**config.mk**
```make
export PLATFORM = sky130hd
export DESIGN_NAME = overwriting_ring_buffer_top
export DESIGN_NICKNAME = d
export VERILOG_FILES = /design/src/design/orb_pkg.sv /design/src/design/overwriting_ring_buffer_top.sv
export VERILOG_INCLUDE_DIRS = /design/src /design/src/design
export SDC_FILE = /design/constraint.sdc
export NUM_CORES = 2
export LEC_CHECK = 0
export ABC_CLOCK_PERIOD_IN_PS = 17900
export BUFFER_PORTS_ARGS = -buffer_cell sky130_fd_sc_hd__buf_2
export CORE_ASPECT_RATIO = 0.5
export CORE_MARGIN = 2
export CORE_UTILIZATION = 40
export CTS_BUF_LIST = sky130_fd_sc_hd__clkbuf_4
export DETAILED_ROUTE_END_ITERATION = 6
export GPL_TIMING_DRIVEN = 0
export REMOVE_ABC_BUFFERS = 1
export SYNTH_ARGS = -nofsm -noshare
export SYNTH_HDL_FRONTEND = slang
export SYNTH_SLANG_ARGS = --single-unit
export TNS_END_PERCENT = 10
```
**constraint.sdc**
```tcl
create_clock -name clock -period 17.9 [get_ports clock]
set_clock_uncertainty 0.15 [all_clocks]
set_input_delay 0.895 -clock clock [delete_from_list [all_inputs] [get_ports clock]]
set_output_delay 0.895 -clock clock [all_outputs]
set_load 0.005 [all_outputs]
```
**src/design/overwriting_ring_buffer_top_macros.svh**
```systemverilog
// assertion helpers for the ring buffer
`ifndef OVERWRITING_RING_BUFFER_TOP_MACROS_SVH
`define OVERWRITING_RING_BUFFER_TOP_MACROS_SVH

// same-cycle implication, checked on every rising clock edge out of reset
`define ORB_ASSERT_NOW(label, ante, cons, msg) \
   label: assert property (@(posedge clock) disable iff (reset) (ante) |-> (cons)) \
      else $error(msg);

// next-cycle implication
`define ORB_ASSERT_NEXT(label, ante, cons, msg) \
   label: assert property (@(posedge clock) disable iff (reset) (ante) |=> (cons)) \
      else $error(msg);

`endif

```
**src/design/orb_pkg.sv**
```systemverilog
package orb_pkg;

   localparam int DEPTH     = 64;
   localparam int ELEM_BITS = 32;
   localparam int IDX_BITS  = $clog2(DEPTH);
   localparam int CNT_BITS  = $clog2(DEPTH + 1);

   localparam logic [CNT_BITS-1:0] CAP_MIN = CNT_BITS'(2);
   localparam logic [CNT_BITS-1:0] CAP_MAX = CNT_BITS'(DEPTH);

   localparam logic [1:0] REQ_PUT       = 2'd0;
   localparam logic [1:0] REQ_GET       = 2'd1;
   localparam logic [1:0] REQ_PEEK_OLD  = 2'd2;
   localparam logic [1:0] REQ_PEEK_BACK = 2'd3;

   localparam logic [1:0] STATUS_OK     = 2'd0;
   localparam logic [1:0] STATUS_EMPTY  = 2'd1;
   localparam logic [1:0] STATUS_OFFSET = 2'd2;

   typedef struct packed {
      logic [1:0]           req_type;
      logic [31:0]          write_data;
      logic [IDX_BITS-1:0]  back_offset;
   } orb_req_type;

   typedef struct packed {
      logic [31:0]          read_data;
      logic [CNT_BITS-1:0]  fill_count;
      logic                 is_empty;
      logic                 is_full;
      logic [1:0]           status;
   } orb_rsp_type;

   // next slot with wrap at the configured capacity
   function automatic logic [IDX_BITS-1:0] orb_advance(input logic [IDX_BITS-1:0] idx,
                                                       input logic [CNT_BITS-1:0] cap);
      logic [CNT_BITS-1:0] nxt;
      nxt = CNT_BITS'(idx) + CNT_BITS'(1);
      if (nxt >= cap) begin
         return '0;
      end
      return nxt[IDX_BITS-1:0];
   endfunction

   function automatic logic [CNT_BITS-1:0] orb_fill(input logic [IDX_BITS-1:0] head,
                                                    input logic [IDX_BITS-1:0] tail,
                                                    input logic                full,
                                                    input logic [CNT_BITS-1:0] cap);
      if (full) begin
         return cap;
      end
      if (head >= tail) begin
         return CNT_BITS'(head) - CNT_BITS'(tail);
      end
      return cap - CNT_BITS'(tail) + CNT_BITS'(head);
   endfunction

endpackage

```
**src/design/overwriting_ring_buffer_top.sv**
```systemverilog
// Overwriting ring buffer of 32-bit elements, up to 64 slots, capacity set through the
// csr write channel (values clamp to 2..64; a write empties the buffer). A request is
// taken on every clock with start high (busy stays low), so one request per cycle is
// sustained. Each request gives exactly one result, strobed on rsp_strobe for a single
// cycle in the cycle right after the request is taken; the result and the read port of
// the slot memory are registered. The receiver cannot stall and must take every
// result when it is strobed. A put into a full buffer drops the oldest element. Reads of
// an empty buffer or an offset not below the count return an error status, zero data and
// leave the buffer unchanged.
`include "overwriting_ring_buffer_top_macros.svh"

module overwriting_ring_buffer_top import orb_pkg::*; (
   input  logic                clock,
   input  logic                reset,
   input  logic                start,
   output logic                busy,
   input  orb_req_type         req_payload,
   output logic                rsp_strobe,
   output orb_rsp_type         rsp_payload,
   input  logic                csr_valid,
   output logic                csr_ready,
   input  logic [CNT_BITS-1:0] csr_wdata
);

   logic [ELEM_BITS-1:0] slots [DEPTH];
   logic [ELEM_BITS-1:0] rd_data_ff;

   logic [IDX_BITS-1:0]  head_ff, head_in;
   logic [IDX_BITS-1:0]  tail_ff, tail_in;
   logic                 full_ff, full_in;
   logic [CNT_BITS-1:0]  cap_ff, cap_in;

   logic                 strobe_ff, strobe_in;
   logic                 rd_use_ff, rd_use_in;
   logic [CNT_BITS-1:0]  fill_ff, fill_in;
   logic                 full_out_ff;
   logic [1:0]           status_ff, status_in;

   logic                 accept;
   logic                 csr_write;
   logic                 mem_we;
   logic [IDX_BITS-1:0]  rd_addr;
   logic [CNT_BITS-1:0]  count;
   logic [CNT_BITS:0]    back_sum;
   logic [CNT_BITS:0]    back_idx;

   assign busy      = 1'b0;
   assign csr_ready = 1'b1;
   assign accept    = start && !busy;
   assign csr_write = csr_valid && csr_ready;

   assign count = orb_fill(head_ff, tail_ff, full_ff, cap_ff);

   // newest minus offset, wrapped once into the slots in use
   assign back_sum = (CNT_BITS+1)'(head_ff) + (CNT_BITS+1)'(cap_ff) - (CNT_BITS+1)'(1)
                     - (CNT_BITS+1)'(req_payload.back_offset);
   assign back_idx = (back_sum >= (CNT_BITS+1)'(cap_ff)) ?
                     back_sum - (CNT_BITS+1)'(cap_ff) : back_sum;

   always_comb begin
      head_in   = head_ff;
      tail_in   = tail_ff;
      full_in   = full_ff;
      cap_in    = cap_ff;
      rd_use_in = 1'b0;
      status_in = STATUS_OK;
      mem_we    = 1'b0;
      rd_addr   = tail_ff;
      strobe_in = accept;

      if (csr_write) begin
         priority if (csr_wdata < CAP_MIN) begin
            cap_in = CAP_MIN;
         end else if (csr_wdata > CAP_MAX) begin
            cap_in = CAP_MAX;
         end else begin
            cap_in = csr_wdata;
         end
         head_in = '0;
         tail_in = '0;
         full_in = 1'b0;
      end else if (accept) begin
         unique case (req_payload.req_type)
            REQ_PUT: begin
               mem_we  = 1'b1;
               if (full_ff) begin
                  tail_in = orb_advance(tail_ff, cap_ff);
               end
               head_in = orb_advance(head_ff, cap_ff);
               full_in = (head_in == tail_in);
            end
            REQ_GET, REQ_PEEK_OLD: begin
               if (count == '0) begin
                  status_in = STATUS_EMPTY;
               end else begin
                  rd_use_in = 1'b1;
                  if (req_payload.req_type == REQ_GET) begin
                     tail_in = orb_advance(tail_ff, cap_ff);
                     full_in = 1'b0;
                  end
               end
            end
            REQ_PEEK_BACK: begin
               rd_addr = back_idx[IDX_BITS-1:0];
               if (CNT_BITS'(req_payload.back_offset) >= count) begin
                  status_in = STATUS_OFFSET;
               end else begin
                  rd_use_in = 1'b1;
               end
            end
            default: begin
               status_in = STATUS_OK;
            end
         endcase
      end
      fill_in = orb_fill(head_in, tail_in, full_in, cap_in);
   end

   // slot memory: one write port at head, one registered read port
   always_ff @(posedge clock) begin
      if (mem_we) begin
         slots[head_ff] <= req_payload.write_data;
      end
      rd_data_ff <= slots[rd_addr];
   end

   always_ff @(posedge clock) begin
      if (reset) begin
         head_ff   <= '0;
         tail_ff   <= '0;
         full_ff   <= 1'b0;
         cap_ff    <= CAP_MAX;
         strobe_ff <= 1'b0;
      end else begin
         head_ff   <= head_in;
         tail_ff   <= tail_in;
         full_ff   <= full_in;
         cap_ff    <= cap_in;
         strobe_ff <= strobe_in;
      end
   end

   always_ff @(posedge clock) begin
      rd_use_ff   <= rd_use_in;
      fill_ff     <= fill_in;
      full_out_ff <= full_in;
      status_ff   <= status_in;
   end

   assign rsp_strobe             = strobe_ff;
   assign rsp_payload.read_data  = rd_use_ff ? rd_data_ff : '0;
   assign rsp_payload.fill_count = fill_ff;
   assign rsp_payload.is_empty   = (fill_ff == '0);
   assign rsp_payload.is_full    = full_out_ff;
   assign rsp_payload.status     = status_ff;

   `ORB_ASSERT_NOW(a_idx_in_range, 1'b1, head_ff < cap_ff && tail_ff < cap_ff, "index past capacity")
   `ORB_ASSERT_NOW(a_full_meets, full_ff, head_ff == tail_ff, "full flag with head and tail apart")
   `ORB_ASSERT_NEXT(a_one_result, accept, rsp_strobe, "accepted request gave no result")
   `ORB_ASSERT_NOW(a_err_zero, rsp_strobe && status_ff != STATUS_OK, rsp_payload.read_data == '0, "error result carries data")
   `ORB_ASSERT_NEXT(a_put_count, accept && req_payload.req_type == REQ_PUT && !csr_write, fill_ff != '0, "put left buffer empty")

endmodule

```
==> reports/summary.txt <==
status: finished with violations
failing checks: max-capacitance violations, max-slew violations
Worst-Skew Late Latency: 1.26 ns
Rel. slew slack: -0.0122
met3 wire len: 29.1 mm
P&R area growth vs syn: 14.6%
min cycle time layout: 8.33 ns
Clock Power Share: 0.391
GR Overflow Total: 0
total die area: 0.224 mm²
layout cells sized above 1: 0.151
multi-input logic area: 0.0237 mm²
Post-Place Setup Slack: 9.55 ns
Setup TNS: 0 ns
first-pass GRT wire length: 389 mm
Switching Fraction: 0.235
Avg WL per Cell: 25.9 µm
met2 routed WL: 123 mm
Critical Path Fanout Max: 34
CTS sink cnt: 2,112
postcts setup bufs: 0
Pleak: 35.0 nW
asr flop ratio synth: 0
initial antenna violation count: 9
Post-Syn Instances: 6,909
# port buffers: 94
Post-Route M1 WL: 112 mm
Final ANT Viol Nets: 0
power per cell area: 97.6 mW/mm²
WL final: 274 mm
final net count: 7,363
CTS Hold Bufs: 15
fin crit share: 0.465
Critical Path AT: 9.23 ns
Final Setup Violations: 0
combinational share of power: 0.058
fin cells: 10,550
via count: 60,522
Initial Util: 0.404
post-CTS sizing: 0
DRT Pass-1 Iters: 6
Clk pin slew, worst setup/hold paths: 0.07 ns
CTS Buf Count: 483
Final GP Congestion: 0.808
DR top layer: met4
Yosys reg bits: 2,112
cell area after synthesis: 0.0882 mm²
net load switching power: 0.00232 W
hpwl dp: 159 mm
worst slew pin tran: 1.52 ns
kind of critical path: flip-flop to flip-flop
commonest non-fill, non-tap cell in the layout: edfxtp_1
number of vias per cell: 5.74
IO Count: 97
maximum clock path buffer count: 4
Setup WS post-layout: 9.57 ns
post-synth cell types: 84
Hold Path Class: input port to flip-flop
H-tree depth: 5
DP Cell Count: 9,675
DRC viols: 0
CP Launch Type: flip-flop
CTS tree: built
cell row count: 121
f_max: 120 MHz
Die Y-Extent: 336 µm
max-slew violation count: 24
Post-DP Area: 0.0947 mm²
max-cap viol count: 2
design area: 0.101 mm²
FILL cells: 19,409
initial drt markers: 7,892
hold depth: 1
Crit path required time: 18.80 ns
maximum vdd drop: 0.0000688 V
register share of total power: 0.551
Die Wd: 668 µm
register area: 0.0628 mm²
synth warn: 0
RSZ-0062 raised after global routing: false
Util after Layout: 0.463
Global Route Usage Sum: 0.237
critical path endpoint category: flip-flop
vias in the first global route: 56,552
number of cells on the worst reg-to-reg path: 19
largest net degree at the start of global routing: 79
Main synth FF type: edfxtp_1
sequential share of the synthesized area: 0.712
Root Buffer: clkbuf_4
Hold Vio Cnt, Final: 0
number of synthesized flops with an enable pin: 2,048
mean post-synth cell area: 12.8 µm²
most frequent cells in the layout: edfxtp_1, nand2_1, nand3_1, clkbuf_4, mux2i_1
Int Pwr: 0.00754 W
core area: 0.218 mm²
==> power groups by stage <==
| stage | combinational [W] | clock, W | sequential, W |
|---|---|---|---|
| after floorplan | 0.000481 | 0 | 0.00554 |
| after global placement | 0.000924 | 0 | 0.00555 |
| after detailed placement | 0.000561 | 0 | 0.00555 |
| after CTS | 0.000565 | 0.00390 | 0.00544 |
| after global routing | 0.000609 | 0.00413 | 0.00544 |
| final | 0.000571 | 0.00385 | 0.00544 |
==> synthesized netlist by cell type (6+ instances only) <==
master       n  share of area
edfxtp_1  2048           0.70
nand2_1   1841          0.078
nand3_1    825          0.047
buf_2      237          0.013
mux2i_1    192          0.022
a21oi_1    161         0.0091
clkbuf_1   148         0.0063
and3_1     131         0.0093
nor2_1     130         0.0055
a31oi_1    122         0.0087
a32oi_1     98         0.0097
o22ai_1     74         0.0052
inv_1       73         0.0031
a221oi_1    72         0.0071
ha_1        66         0.0094
dfxtp_1     64          0.015
a311oi_1    59         0.0059
o21ai_0     53         0.0030
nor3_1      52         0.0030
and2_1      39         0.0028
buf_1       34         0.0014
buf_4       30         0.0026
a211oi_1    27         0.0023
fa_1        22         0.0050
nor4_1      22         0.0016
a21o_1      21         0.0018
xnor2_1     21         0.0021
nand4_1     19         0.0013
a22oi_1     18         0.0015
nor2b_1     18         0.0013
nand2b_1    17         0.0012
a32o_1      15         0.0017
a221o_1     13         0.0015
o211ai_1     9        0.00077
o21a_1       9        0.00077
xor2_1       8        0.00079
o31ai_1      7        0.00060
or2_2        6        0.00043
==> per-layer routing <==
| metal | track usage | vias to the layer above |
|---|---|---|
| met5 | 0 | - |
| met4 | 0.0908 | 0 |
| met3 | 0.0490 | 481 |
| met2 | 0.361 | 3289 |
| met1 | 0.335 | 30161 |
| li1 | - | 26591 |
==> sequential cells by signal, summed over array words and instances (netlist names) <==
name	flops
cap_ff	7
fill_ff	7
slots	2048
tail_ff	6
rd_use_ff	1
full_ff	1
rsp_strobe	1
full_out_ff	1
rd_data_ff	32
head_ff	6
status_ff	2
==> path summary, 6_finish.rpt <==
path	from	end	slack, ns
max reg2reg	head_ff[1]	rd_data_ff[14]	9.57
min reg2reg	cap_ff[4]	fill_ff[4]	0.36
max	head_ff[1]	rd_data_ff[14]	9.57
min	req_payload[9]	slots[49][3]	0.14
==> logic make-up (layout without fill, tap and decap cells) <==
family          Yosys count  in the layout  share of synthesized area
simple gates           3134           3134                      0.155
fa+ha+maj                88             88                     0.0144
buf+inv                 526           1199                     0.0274
mux                     196            196                     0.0223
xor+xnor                 29             29                    0.00288
compound gates          822            822                     0.0663
flops                  2112           2112                      0.712
other cells               2             18                  0.0000852
==> layout make-up <==
type / count / area share
Sequential cell: 2112 / 0.621
Multi-Input combinational cell: 4271 / 0.234
Clock buffer: 739 / 0.0549
Timing Repair Buffer: 283 / 0.0441
Tap cell: 2952 / 0.0366
Clock inverter: 104 / 0.00566
Inverter: 73 / 0.00271
Antenna cell: 16 / 0.000396
==> critical path, cell delays in order, from the launching register on <==
cell and delay (ns):
dfxtp_1 0.64, inv_1 0.29, fa_1 0.56, inv_1 0.04
ha_1 0.21, fa_1 0.48, a211oi_1 0.39, o21a_1 0.26
ha_1 0.29, a21o_1 0.20, a21o_1 0.26, nor4_4 0.40
a221o_4 0.79, nor2_4 0.31, buf_12 0.27, buf_16 0.18
nor2_2 0.82, a31oi_1 0.23, o21ai_0 0.99, o211a_1 0.30
==> metrics by stage <==
step / hold WS (ns) / total power [W]
2_1_floorplan: 0.308 / 0.00602
3_3_place_gp: 0.328 / 0.00647
3_5_place_dp: 0.328 / 0.00611
4_1_cts: 0.0454 / 0.00990
5_1_grt: 0.0565 / 0.0102
6_report: 0.141 / 0.00986
(Power assumes the default switching activity.)
